## config.mk

```make
export PLATFORM = sky130hd
export DESIGN_NAME = byte_offset_pixel_decoder_flat
export DESIGN_NICKNAME = d
export VERILOG_FILES = /design/src/hdl/bopd_pkg.sv /design/src/hdl/bopd_byte_if.sv /design/src/hdl/bopd_pixel_if.sv /design/src/hdl/bopd_front.sv /design/src/hdl/bopd_fifo.sv /design/src/hdl/bopd_back.sv /design/src/hdl/byte_offset_pixel_decoder.sv /design/src/flat_wrapper.sv
export SDC_FILE = /design/constraint.sdc
export NUM_CORES = 1
export LEC_CHECK = 0
export ABC_AREA = 1
export BUFFER_PORTS_ARGS = -buffer_cell sky130_fd_sc_hd__buf_4
export CORE_AREA = 10 10 158 160
export CTS_BUF_LIST = sky130_fd_sc_hd__clkbuf_8
export DETAILED_ROUTE_END_ITERATION = 6
export DIE_AREA = 0 0 168 170
export PLACE_DENSITY = 0.77
export REMOVE_ABC_BUFFERS = 1
export SYNTH_ARGS = -nofsm -noshare
export SYNTH_HDL_FRONTEND = slang
export SYNTH_SLANG_ARGS = --single-unit
export TNS_END_PERCENT = 20
```

## constraint.sdc

```tcl
create_clock -name clk -period 3 [get_ports clk]
set_input_delay 0 -clock clk [delete_from_list [all_inputs] [get_ports clk]]
set_output_delay 0 -clock clk [all_outputs]
set_load 0.02 [all_outputs]
```

## src/hdl/bopd_pkg.sv

```systemverilog
package bopd_pkg;

  localparam int unsigned BYTE_W   = 8;
  localparam int unsigned PIXEL_W  = 32;
  localparam int unsigned COUNT_W  = 25;
  localparam int unsigned GATHER_W = 24;

  // Marker byte that announces a wider delta, and the 16-bit value that
  // announces a 32-bit delta.
  localparam logic [BYTE_W-1:0] ESC_BYTE = 8'h80;
  localparam logic [15:0]       ESC_WORD = 16'h8000;

  // Largest image the decoder handles; larger counts are clamped to it.
  localparam logic [COUNT_W-1:0] MAX_PIXELS = 25'd16777216;

  localparam int unsigned FIFO_DEPTH = 2;
  localparam int unsigned FIFO_AW    = 1;

  typedef logic [PIXEL_W-1:0] delta_t;
  typedef logic [COUNT_W-1:0] count_t;

  typedef enum logic [6:0] {
    PH_IDLE = 7'b0000001,
    PH_LO16 = 7'b0000010,
    PH_HI16 = 7'b0000100,
    PH_B0   = 7'b0001000,
    PH_B1   = 7'b0010000,
    PH_B2   = 7'b0100000,
    PH_B3   = 7'b1000000
  } phase_t;

  // Queue status seen by the front and the back.
  typedef struct packed {
    logic full;
    logic valid;
  } fifo_status_t;

endpackage

```

## src/hdl/bopd_byte_if.sv

```systemverilog
interface bopd_byte_if;
  import bopd_pkg::*;

  logic              valid;
  logic              ready;
  logic [BYTE_W-1:0] data_byte;

  modport source (output valid, output data_byte, input ready);
  modport sink (input valid, input data_byte, output ready);
endinterface

```

## src/hdl/bopd_pixel_if.sv

```systemverilog
interface bopd_pixel_if;
  import bopd_pkg::*;

  logic                      valid;
  logic                      ready;
  logic signed [PIXEL_W-1:0] pixel_value;
  logic                      last_pixel;

  modport source (output valid, output pixel_value, output last_pixel, input ready);
  modport sink (input valid, input pixel_value, input last_pixel, output ready);
endinterface

```

## src/hdl/bopd_front.sv

```systemverilog
module bopd_front (
  input  logic                clk,
  input  logic                rst_n,
  bopd_byte_if.sink           in_bus,
  input  bopd_pkg::fifo_status_t fifo_stat,
  output logic                push,
  output bopd_pkg::delta_t    push_delta
);
  import bopd_pkg::*;

  phase_t              phase_r, phase_nxt;
  logic [GATHER_W-1:0] gather_r, gather_nxt;
  logic                accept;
  logic [BYTE_W-1:0]   b;
  logic [15:0]         word16;

  assign in_bus.ready = !fifo_stat.full;
  assign accept       = in_bus.valid && in_bus.ready;
  assign b            = in_bus.data_byte;
  assign word16       = {b, gather_r[7:0]};

  always_comb begin
    phase_nxt  = phase_r;
    gather_nxt = gather_r;
    push       = 1'b0;
    push_delta = '0;
    if (accept) begin
      unique case (phase_r)
        PH_LO16: begin
          gather_nxt = {{(GATHER_W-BYTE_W){1'b0}}, b};
          phase_nxt  = PH_HI16;
        end
        PH_HI16: begin
          if (word16 == ESC_WORD) begin
            phase_nxt = PH_B0;
          end else begin
            push       = 1'b1;
            push_delta = {{(PIXEL_W-16){word16[15]}}, word16};
            phase_nxt  = PH_IDLE;
          end
        end
        PH_B0: begin
          gather_nxt = {{(GATHER_W-BYTE_W){1'b0}}, b};
          phase_nxt  = PH_B1;
        end
        PH_B1: begin
          gather_nxt[15:8] = b;
          phase_nxt        = PH_B2;
        end
        PH_B2: begin
          gather_nxt[23:16] = b;
          phase_nxt         = PH_B3;
        end
        PH_B3: begin
          push       = 1'b1;
          push_delta = {b, gather_r};
          phase_nxt  = PH_IDLE;
        end
        default: begin
          if (b == ESC_BYTE) begin
            phase_nxt = PH_LO16;
          end else begin
            push       = 1'b1;
            push_delta = {{(PIXEL_W-BYTE_W){b[7]}}, b};
            phase_nxt  = PH_IDLE;
          end
        end
      endcase
    end
  end

  always_ff @(posedge clk) begin
    if (!rst_n) begin
      phase_r <= PH_IDLE;
    end else begin
      phase_r <= phase_nxt;
    end
  end

  always_ff @(posedge clk) begin
    gather_r <= gather_nxt;
  end

endmodule

```

## src/hdl/bopd_fifo.sv

```systemverilog
module bopd_fifo (
  input  logic                   clk,
  input  logic                   rst_n,
  input  logic                   push,
  input  bopd_pkg::delta_t       push_delta,
  input  logic                   pop,
  output bopd_pkg::delta_t       pop_delta,
  output bopd_pkg::fifo_status_t status
);
  import bopd_pkg::*;

  delta_t             mem_r [FIFO_DEPTH];
  logic [FIFO_AW-1:0] wr_ptr_r, rd_ptr_r;
  logic [FIFO_AW:0]   count_r, count_nxt;

  assign status.full  = (count_r == (FIFO_AW+1)'(FIFO_DEPTH));
  assign status.valid = (count_r != '0);
  assign pop_delta    = mem_r[rd_ptr_r];

  always_comb begin
    count_nxt = count_r;
    if (push && !pop) begin
      count_nxt = count_r + 1'b1;
    end else if (pop && !push) begin
      count_nxt = count_r - 1'b1;
    end
  end

  always_ff @(posedge clk) begin
    if (!rst_n) begin
      wr_ptr_r <= '0;
      rd_ptr_r <= '0;
      count_r  <= '0;
    end else begin
      if (push) begin
        wr_ptr_r <= wr_ptr_r + 1'b1;
      end
      if (pop) begin
        rd_ptr_r <= rd_ptr_r + 1'b1;
      end
      count_r <= count_nxt;
    end
  end

  always_ff @(posedge clk) begin
    if (push) begin
      mem_r[wr_ptr_r] <= push_delta;
    end
  end

endmodule

```

## src/hdl/bopd_back.sv

```systemverilog
module bopd_back (
  input  logic                   clk,
  input  logic                   rst_n,
  input  bopd_pkg::count_t       limit,
  input  bopd_pkg::fifo_status_t fifo_stat,
  input  bopd_pkg::delta_t       delta,
  output logic                   pop,
  bopd_pixel_if.source           out_bus
);
  import bopd_pkg::*;

  logic [PIXEL_W-1:0] sum_r, sum_nxt, new_sum;
  count_t             done_r, done_nxt, done_inc;
  logic               out_valid_r, out_valid_nxt;
  logic [PIXEL_W-1:0] pixel_r;
  logic               last_r;
  logic               is_last;

  assign pop      = fifo_stat.valid && (!out_valid_r || out_bus.ready);
  assign new_sum  = sum_r + delta;
  assign done_inc = done_r + 1'b1;
  assign is_last  = (done_inc >= limit);

  always_comb begin
    sum_nxt       = sum_r;
    done_nxt      = done_r;
    out_valid_nxt = out_valid_r;
    if (out_bus.ready) begin
      out_valid_nxt = 1'b0;
    end
    if (pop) begin
      out_valid_nxt = 1'b1;
      // The final pixel of an image restarts the sum and the count.
      sum_nxt  = is_last ? '0 : new_sum;
      done_nxt = is_last ? '0 : done_inc;
    end
  end

  always_ff @(posedge clk) begin
    if (!rst_n) begin
      sum_r       <= '0;
      done_r      <= '0;
      out_valid_r <= 1'b0;
    end else begin
      sum_r       <= sum_nxt;
      done_r      <= done_nxt;
      out_valid_r <= out_valid_nxt;
    end
  end

  always_ff @(posedge clk) begin
    if (pop) begin
      pixel_r <= new_sum;
      last_r  <= is_last;
    end
  end

  assign out_bus.valid       = out_valid_r;
  assign out_bus.pixel_value = $signed(pixel_r);
  assign out_bus.last_pixel  = last_r;

endmodule

```

## src/hdl/byte_offset_pixel_decoder.sv

```systemverilog
// Byte-offset pixel decoder.
// The input channel in_bus carries one compressed byte per word. A byte other
// than 0x80 is an 8-bit delta; 0x80 opens a 16-bit little-endian delta, and a
// 16-bit value of 0x8000 opens a 32-bit one. The output channel out_bus
// carries one pixel word per completed delta: the running sum of deltas
// and a flag on the last pixel of an image.
// cfg_we/cfg_wdata set the pixel count per image (0 acts as 1, values above
// the maximum image size are clamped); write it only while the decoder is idle.
// Throughput is one byte per cycle; the input stalls only when the two-entry
// delta queue is full. A byte that completes a delta is written into the delta
// queue; when the output register is free, the accumulated sum is loaded into
// it and appears as a pixel on out_bus.
// When the receiver stalls, the output register holds its word, the queue
// fills, and in_bus.ready drops until out_bus.ready returns.
// Reset (synchronous, active low) clears the decode phase, the sum, the pixel
// count of the current image and the queue, and sets the pixel count to 1.
module byte_offset_pixel_decoder (
  input  logic                        clk,
  input  logic                        rst_n,
  bopd_byte_if.sink                   in_bus,
  bopd_pixel_if.source                out_bus,
  input  logic                        cfg_we,
  input  logic [bopd_pkg::COUNT_W-1:0] cfg_wdata
);
  import bopd_pkg::*;

  count_t       limit_r;
  fifo_status_t fifo_stat;
  logic         push, pop;
  delta_t       push_delta, pop_delta;

  always_ff @(posedge clk) begin
    if (!rst_n) begin
      limit_r <= count_t'(1);
    end else if (cfg_we) begin
      if (cfg_wdata == '0) begin
        limit_r <= count_t'(1);
      end else if (cfg_wdata > MAX_PIXELS) begin
        limit_r <= MAX_PIXELS;
      end else begin
        limit_r <= cfg_wdata;
      end
    end
  end

  bopd_front u_front (
    .clk        (clk),
    .rst_n      (rst_n),
    .in_bus     (in_bus),
    .fifo_stat  (fifo_stat),
    .push       (push),
    .push_delta (push_delta)
  );

  bopd_fifo u_fifo (
    .clk        (clk),
    .rst_n      (rst_n),
    .push       (push),
    .push_delta (push_delta),
    .pop        (pop),
    .pop_delta  (pop_delta),
    .status     (fifo_stat)
  );

  bopd_back u_back (
    .clk       (clk),
    .rst_n     (rst_n),
    .limit     (limit_r),
    .fifo_stat (fifo_stat),
    .delta     (pop_delta),
    .pop       (pop),
    .out_bus   (out_bus)
  );

endmodule

```

## src/flat_wrapper.sv

```systemverilog
// flat-port wrapper written by rule: the top's interface ports become plain ports
module byte_offset_pixel_decoder_flat import bopd_pkg::*;
  (clk, rst_n, cfg_we, cfg_wdata, in_bus_valid, in_bus_data_byte, in_bus_ready, out_bus_valid, out_bus_pixel_value, out_bus_last_pixel, out_bus_ready);
  bopd_byte_if in_bus_i ();
  bopd_pixel_if out_bus_i ();
  input  logic clk;
  input  logic rst_n;
  input  logic cfg_we;
  input  logic [bopd_pkg::COUNT_W-1:0] cfg_wdata;
  input wire logic [$bits(in_bus_i.valid)-1:0] in_bus_valid;
  input wire logic [$bits(in_bus_i.data_byte)-1:0] in_bus_data_byte;
  output wire logic [$bits(in_bus_i.ready)-1:0] in_bus_ready;
  output wire logic [$bits(out_bus_i.valid)-1:0] out_bus_valid;
  output wire logic [$bits(out_bus_i.pixel_value)-1:0] out_bus_pixel_value;
  output wire logic [$bits(out_bus_i.last_pixel)-1:0] out_bus_last_pixel;
  input wire logic [$bits(out_bus_i.ready)-1:0] out_bus_ready;
  assign in_bus_i.valid = in_bus_valid;
  assign in_bus_i.data_byte = in_bus_data_byte;
  assign in_bus_ready = in_bus_i.ready;
  assign out_bus_valid = out_bus_i.valid;
  assign out_bus_pixel_value = out_bus_i.pixel_value;
  assign out_bus_last_pixel = out_bus_i.last_pixel;
  assign out_bus_i.ready = out_bus_ready;
  byte_offset_pixel_decoder u_core (.clk(clk), .rst_n(rst_n), .in_bus(in_bus_i), .out_bus(out_bus_i), .cfg_we(cfg_we), .cfg_wdata(cfg_wdata));
endmodule
```

=== Word-level counts from Yosys, hierarchy flattened ===
Memory sizes are Yosys's and may differ from the RTL's. A register that Yosys moved wholly into a read port is not among the register bits.
Index checks and enable logic that the tools add are counted.

* Output and inout bits: 35
* Input bits: 38
* Memories: 1
* Register bits after elaboration: 151
* Logic and storage cells: 76
* RAM bits: 64

{| class="wikitable"
|+ Memories
! name !! depth !! bits a word !! read ports !! clocked after Yosys merged registers in !! write ports !! line !! text
|-
| u_core.u_fifo.mem_r || 2 || 32 || 1 || 1 || 1 || bopd_fifo.sv:12 || <nowiki>delta_t mem_r [FIFO_DEPTH];</nowiki>
|}

* $add $sub $neg: 6
* Reduce and logical (&&, ||, !) cells: 20
* Magnitude comparators: 2
* Mux-type cells: 25
* Eq/ne operators: 9

{| class="wikitable"
|+ Operators with widths
! cell !! count
|-
| 32-bit 2-to-1 mux || 4
|-
| 32-bit case mux with 3 select lines || 1
|-
| 25-bit 2-to-1 mux || 3
|-
| 7-bit case mux with 6 select lines || 1
|-
| 32-bit adder || 1
|-
| 8-bit case mux with 2 select lines || 2
|-
| 25-bit by 1-bit adder with 25-bit output (second input constant) || 1
|-
| 25-bit >= comparator || 1
|-
| 25-bit > comparator (second input constant) || 1
|-
| 25-bit zero test || 1
|-
| 16-bit == test (second input constant) || 1
|-
| 2-bit nonzero test || 5
|-
| 1-bit 2-to-1 mux || 9
|-
| 8-bit == test (second input constant) || 1
|-
| 7-bit by 2-bit == test with 1-bit output (second input constant) || 1
|-
| 7-bit by 3-bit == test with 1-bit output (second input constant) || 1
|-
| 7-bit by 4-bit == test with 1-bit output (second input constant) || 1
|-
| 7-bit by 5-bit == test with 1-bit output (second input constant) || 1
|-
| 7-bit by 6-bit == test with 1-bit output (second input constant) || 1
|-
| 7-bit == test (second input constant) || 1
|-
| 2-bit 2-to-1 mux || 3
|-
| 2-bit AND reduction || 3
|-
| 1-bit logical AND || 4
|-
| 1-bit zero test || 4
|-
| other kinds (9) || 10
|}

=== Depth between registers and ports, before layout ===
* Depth in word-level cells: 8
* Depth in mapped cells: 20
* Mapped depth without buffers: 19

=== Modules after synthesis ===
Synthesis repeated with hierarchy kept, for this count alone.

* Cells, all modules: 1616
* Area, all modules: 12724.7 um2

{| class="wikitable"
|+ By module, submodules not included
! module !! cells an instance !! area each (um2) !! sequential area each (um2) !! instances
|-
| bopd_back || 1050 || 6825.3 || 2152.1 || 1
|-
| bopd_fifo || 135 || 2693.8 || 2021.9 || 1
|-
| bopd_front || 295 || 2065.7 || 860.8 || 1
|-
| byte_offset_pixel_decoder || 136 || 1139.8 || 500.5 || 1
|}

=== Least setup slack after synthesis ===
No wires, ideal clock.

* Path kind: register -> register
* From: register u_core.u_fifo.count_r[0]
* To: memory u_core.u_fifo.mem_r[0][0] (netlist bit) (enable)
* Arrival time: 2.703 ns
* Library setup time: 0.421 ns
* Clock period less this slack: 3.124 ns
* Stages on the path, launching flop included: 8
* Slack: -0.124 ns
* Cell sequence: dfxtp_1 inv_1 nand2_1 nand2_1 inv_1 clkbuf_1 nand2_1 nor2_1

* Word-level cells in the longest chain between the ends: 6

{| class="wikitable"
|+ RTL lines
! item !! line !! text
|-
| start, declared || bopd_fifo.sv:14 || <nowiki>logic [FIFO_AW:0] count_r, count_nxt;</nowiki>
|-
| start signal, assigned || bopd_fifo.sv:41 || <nowiki>count_r <= count_nxt;</nowiki>
|-
| 2-bit == test || bopd_fifo.sv:16 || <nowiki>assign status.full = (count_r == (FIFO_AW+1)'(FIFO_DEPTH));</nowiki>
|-
| 1-bit zero test || bopd_front.sv:17 || <nowiki>assign in_bus.ready = !fifo_stat.full;</nowiki>
|-
| via in_bus_ready || flat_wrapper.sv:12 || <nowiki>output wire logic [$bits(in_bus_i.ready)-1:0] in_bus_ready;</nowiki>
|-
| 1-bit logical AND || bopd_front.sv:18 || <nowiki>assign accept = in_bus.valid && in_bus.ready;</nowiki>
|-
| 1-bit 2-to-1 mux || bopd_front.sv:27 || <nowiki>if (accept) begin</nowiki>
|-
| 1-bit 2-to-1 mux || bopd_fifo.sv:46 || <nowiki>if (push) begin</nowiki>
|-
| 1-bit 2-to-1 mux (not written as such) || bopd_fifo.sv:47 || <nowiki>mem_r[wr_ptr_r] <= push_delta;</nowiki>
|-
| end, declared || bopd_fifo.sv:12 ||
|}

The timed path passes the listed nets, and every way through them passes these cells.

=== Final worst setup path ===
* From: register u_core.u_back.done_r[6]
* To: register u_core.u_back.done_r[17]

* Word-level cells in the longest chain between the ends: 3

{| class="wikitable"
|+ RTL lines
! item !! line !! text
|-
| start, declared || bopd_back.sv:13 || <nowiki>count_t done_r, done_nxt, done_inc;</nowiki>
|-
| start signal, assigned || bopd_back.sv:46 || <nowiki>done_r <= done_nxt;</nowiki>
|-
| 25-bit by 1-bit adder with 25-bit output * || bopd_back.sv:21 || <nowiki>assign done_inc = done_r + 1'b1;</nowiki>
|-
| 25-bit >= comparator || bopd_back.sv:22 || <nowiki>assign is_last = (done_inc >= limit);</nowiki>
|-
| 25-bit 2-to-1 mux * || bopd_back.sv:35 || <nowiki>done_nxt = is_last ? '0 : done_inc;</nowiki>
|}

Every way passes the cells marked *; elsewhere a longest branch is shown, timed or not.
A chain may end at the register's enable or synchronous reset.

==> metrics <==
Critical Path Fanout Max 7; flip-flop and latch area 5560 µm²; area leader, netlist edfxtp_1; CTS clock-pin slew for the worst setup and hold paths 0.06 ns; IO buf count 72; Synth Area per Inst 7.85 µm²; Clock Tree Buf Depth 3; Fin. Hold Viols 0; worst path arrival time 3.53 ns; initial antenna violation count 1; die extent in x 168 µm; minimum clock period 3.07 ns; violated checks setup timing; clk_lat worst skew 0.54 ns; Max Used Layer met4; Seq/Total Area, Yosys 0.454; core box area 21700 µm²; final hold slack 0.0608 ns; # DRC 0; setup TNS -1.57 ns; Max-Slew Margin vs Limit 0.364; synthesis-to-finish area growth 20.5%; unrepaired setup endpoints after global routing yes; Nets 1787; Reg2Reg Setup Slack -0.07 ns; Ys Warns 0; remaining global-route overflow 0; Multi-input gate area 5950 µm²; Synth top cells by count 505 x nand2_1, 206 x inv_1, 143 x nor2_1; Worst setup SP type flop; Setup WS pre-CTS 0.0314 ns; htree depth 2; Die Ht 170 µm; vias in the first global route 9804; most numerous cell in the Yosys netlist nand2_1; Finished Layout Cells 1999; Post-Syn Area 12200 µm²; setup violators final 53; DR vias/cell 5.31; Max Slew Vio Count 0; drt wl/cell 15.7 µm; register bit total from synthesis 216; RR Endpoint u_core.u_back.done_r[17]; Sink Count 216; Post-synth EDFFs 121; Slew @ Worst Pin 0.955 ns; status finished, violations left; Initial Util 0.562; Placed Area 13100 µm²; CTS root buffer clkbuf_8; largest cells by area after synthesis edfxtp_1 30%, dfxtp_1 16%, nand2_1 16%, inv_1 6.3%, ha_1 6.0%; met1 WL 13.3 mm; design area 14700 µm²; first-pass GRT wire length 47.6 mm; Critical Path Sink Type flop; final period utilization 1.02; via count 10624; Tot Pwr 13.7 mW; final wirelength 31.3 mm; Initial DRC Count 762; drt pass-1 iters 6; gr usage total 0.200; Hold Crit Class in -> reg; # fillers 1680; Pwr Density 935 nW/µm²; leakage power 6.61 nW; Worst Setup SP u_core.u_back.done_r[6]; cells after synthesis 1553; Post-synth top flop edfxtp_1; metal2 WL 14.6 mm; share of the synthesized area in the top cell type 0.298; Worst EP required 3.46 ns; max-cap viol count 0; post-DP HPWL 20.9 mm; Num CTS Buffers 38; FP Rows 54; TritonCTS clock tree built; Critical Path End u_core.u_back.done_r[17]; worst r2r src u_core.u_back.done_r[6]; worst-case clock skew 0.0170 ns; Post-Place Cells 1881; largest net degree at the start of global routing 57; Layout Utilization 0.677; Achievable Freq 0.326 GHz; Async SR Flop Fraction 0; Final Wtd Congestion 0.960; Worst VDD drop 0.547 mV; Top Ports 73; die area 28600 µm²; cell count of the worst reg-to-reg path 20; Synth cell types 43; layout cells sized above 1 0.185; antenna viol nets, final 0; Crit Path Category reg -> reg; met3 WL post-DR 2.49 mm; final setup margin -0.0665 ns
state kept, by name, summed over array words and instances, names as in the netlist, 2 cells and up, named ones only:
name and count:
u_core.u_fifo.mem_r 64, u_core.u_back.out_bus.pixel_value 32, u_core.u_back.sum_r 32, u_core.limit_r 25
u_core.u_back.done_r 25, u_core.u_front.gather_r 24, u_core.u_front.phase_r 7, u_core.u_fifo.count_r 2
cell type report:
cell class	count	area share
diodes	1	0.000170
clock buffers	41	0.0384
clock inverters	27	0.0137
inverters	213	0.0555
multi-input cells	1084	0.405
flip-flops and latches	216	0.379
well taps	280	0.0239
repair buffers	137	0.0847
critical path, cell delays in order (launching register included):
cell and delay, ns:
dfxtp_4 0.38, nand2_2 0.06, nor3_2 0.18, nand2_2 0.12, nor2_4 0.25, nand2_2 0.13
nor2_4 0.15, xor2_2 0.21, ha_1 0.28, nand2_1 0.08, nor2_1 0.04, nand2_1 0.08
nor2_1 0.05, nand2_1 0.07, nand3_2 0.10, nor2_4 0.17, nand3_4 0.12, clkinv_8 0.12
clkbuf_16 0.19, nand2_2 0.06, a21oi_2 0.13
how the worst min path moves through the flow:
stage,startpoint,to,slack [ns],cells after the start
final,in_bus_valid,u_core.u_front.phase_r[5],0.06,5
after global placement,in_bus_data_byte[6],u_core.u_front.gather_r[6],0.21,1
after global routing,in_bus_valid,u_core.u_front.phase_r[5],0.07,5
after detailed placement,in_bus_data_byte[3],u_core.u_front.gather_r[3],0.21,1
after floorplan,in_bus_data_byte[0],u_core.u_front.gather_r[0],0.1,0
after CTS,in_bus_valid,u_core.u_front.phase_r[5],0.03,5
metal layers:
layer	GRT usage	vias to the layer above
met5	0	-
li1	-	5261
met3	0.0297	74
met1	0.264	4894
met2	0.329	395
met4	0.0685	0
power breakdown:
group	switching (mW)	internal (mW)
Combinational	4.23	2.32
Sequential	0.317	4.12
Clock	1.22	1.53
repair_timing:
action,CTS,global route
hold endpoints to repair,76,0
hold buffers,37,0
setup buffers,0,6
gates resized for setup,0,99
setup endpoints to repair,1,57
pin swaps,0,25
gates cloned,0,6
placed cells by master, fill, tap and decap left out, types with 19 or more instances in the layout:
| cell | count |
|---|---|
| nand2_1 | 487 |
| inv_1 | 213 |
| nor2_1 | 134 |
| edfxtp_1 | 121 |
| a21oi_1 | 99 |
| buf_4 | 90 |
| dfxtp_1 | 81 |
| ha_1 | 57 |
| nand3_1 | 44 |
| clkbuf_8 | 41 |
| dlygate4sd3_1 | 37 |
| o21ai_0 | 33 |
| mux2_2 | 31 |
| xor2_1 | 23 |
| a21oi_2 | 22 |
| nand2_2 | 20 |
| nand4_1 | 19 |
| nor2_2 | 19 |
logic make-up (layout without fill, tap and decap cells):
| family | Yosys count | after routing | synth area share |
|---|---|---|---|
| compound gates | 177 | 177 | 0.0789 |
| mux | 31 | 31 | 0.0286 |
| other cells | 0 | 1 | 0 |
| simple gates | 778 | 778 | 0.267 |
| flops | 216 | 216 | 0.454 |
| xor+xnor | 39 | 39 | 0.0280 |
| fa+ha+maj | 59 | 59 | 0.0612 |
| buf+inv | 253 | 418 | 0.0820 |
No activity file was read; power rests on OpenSTA's default activity.
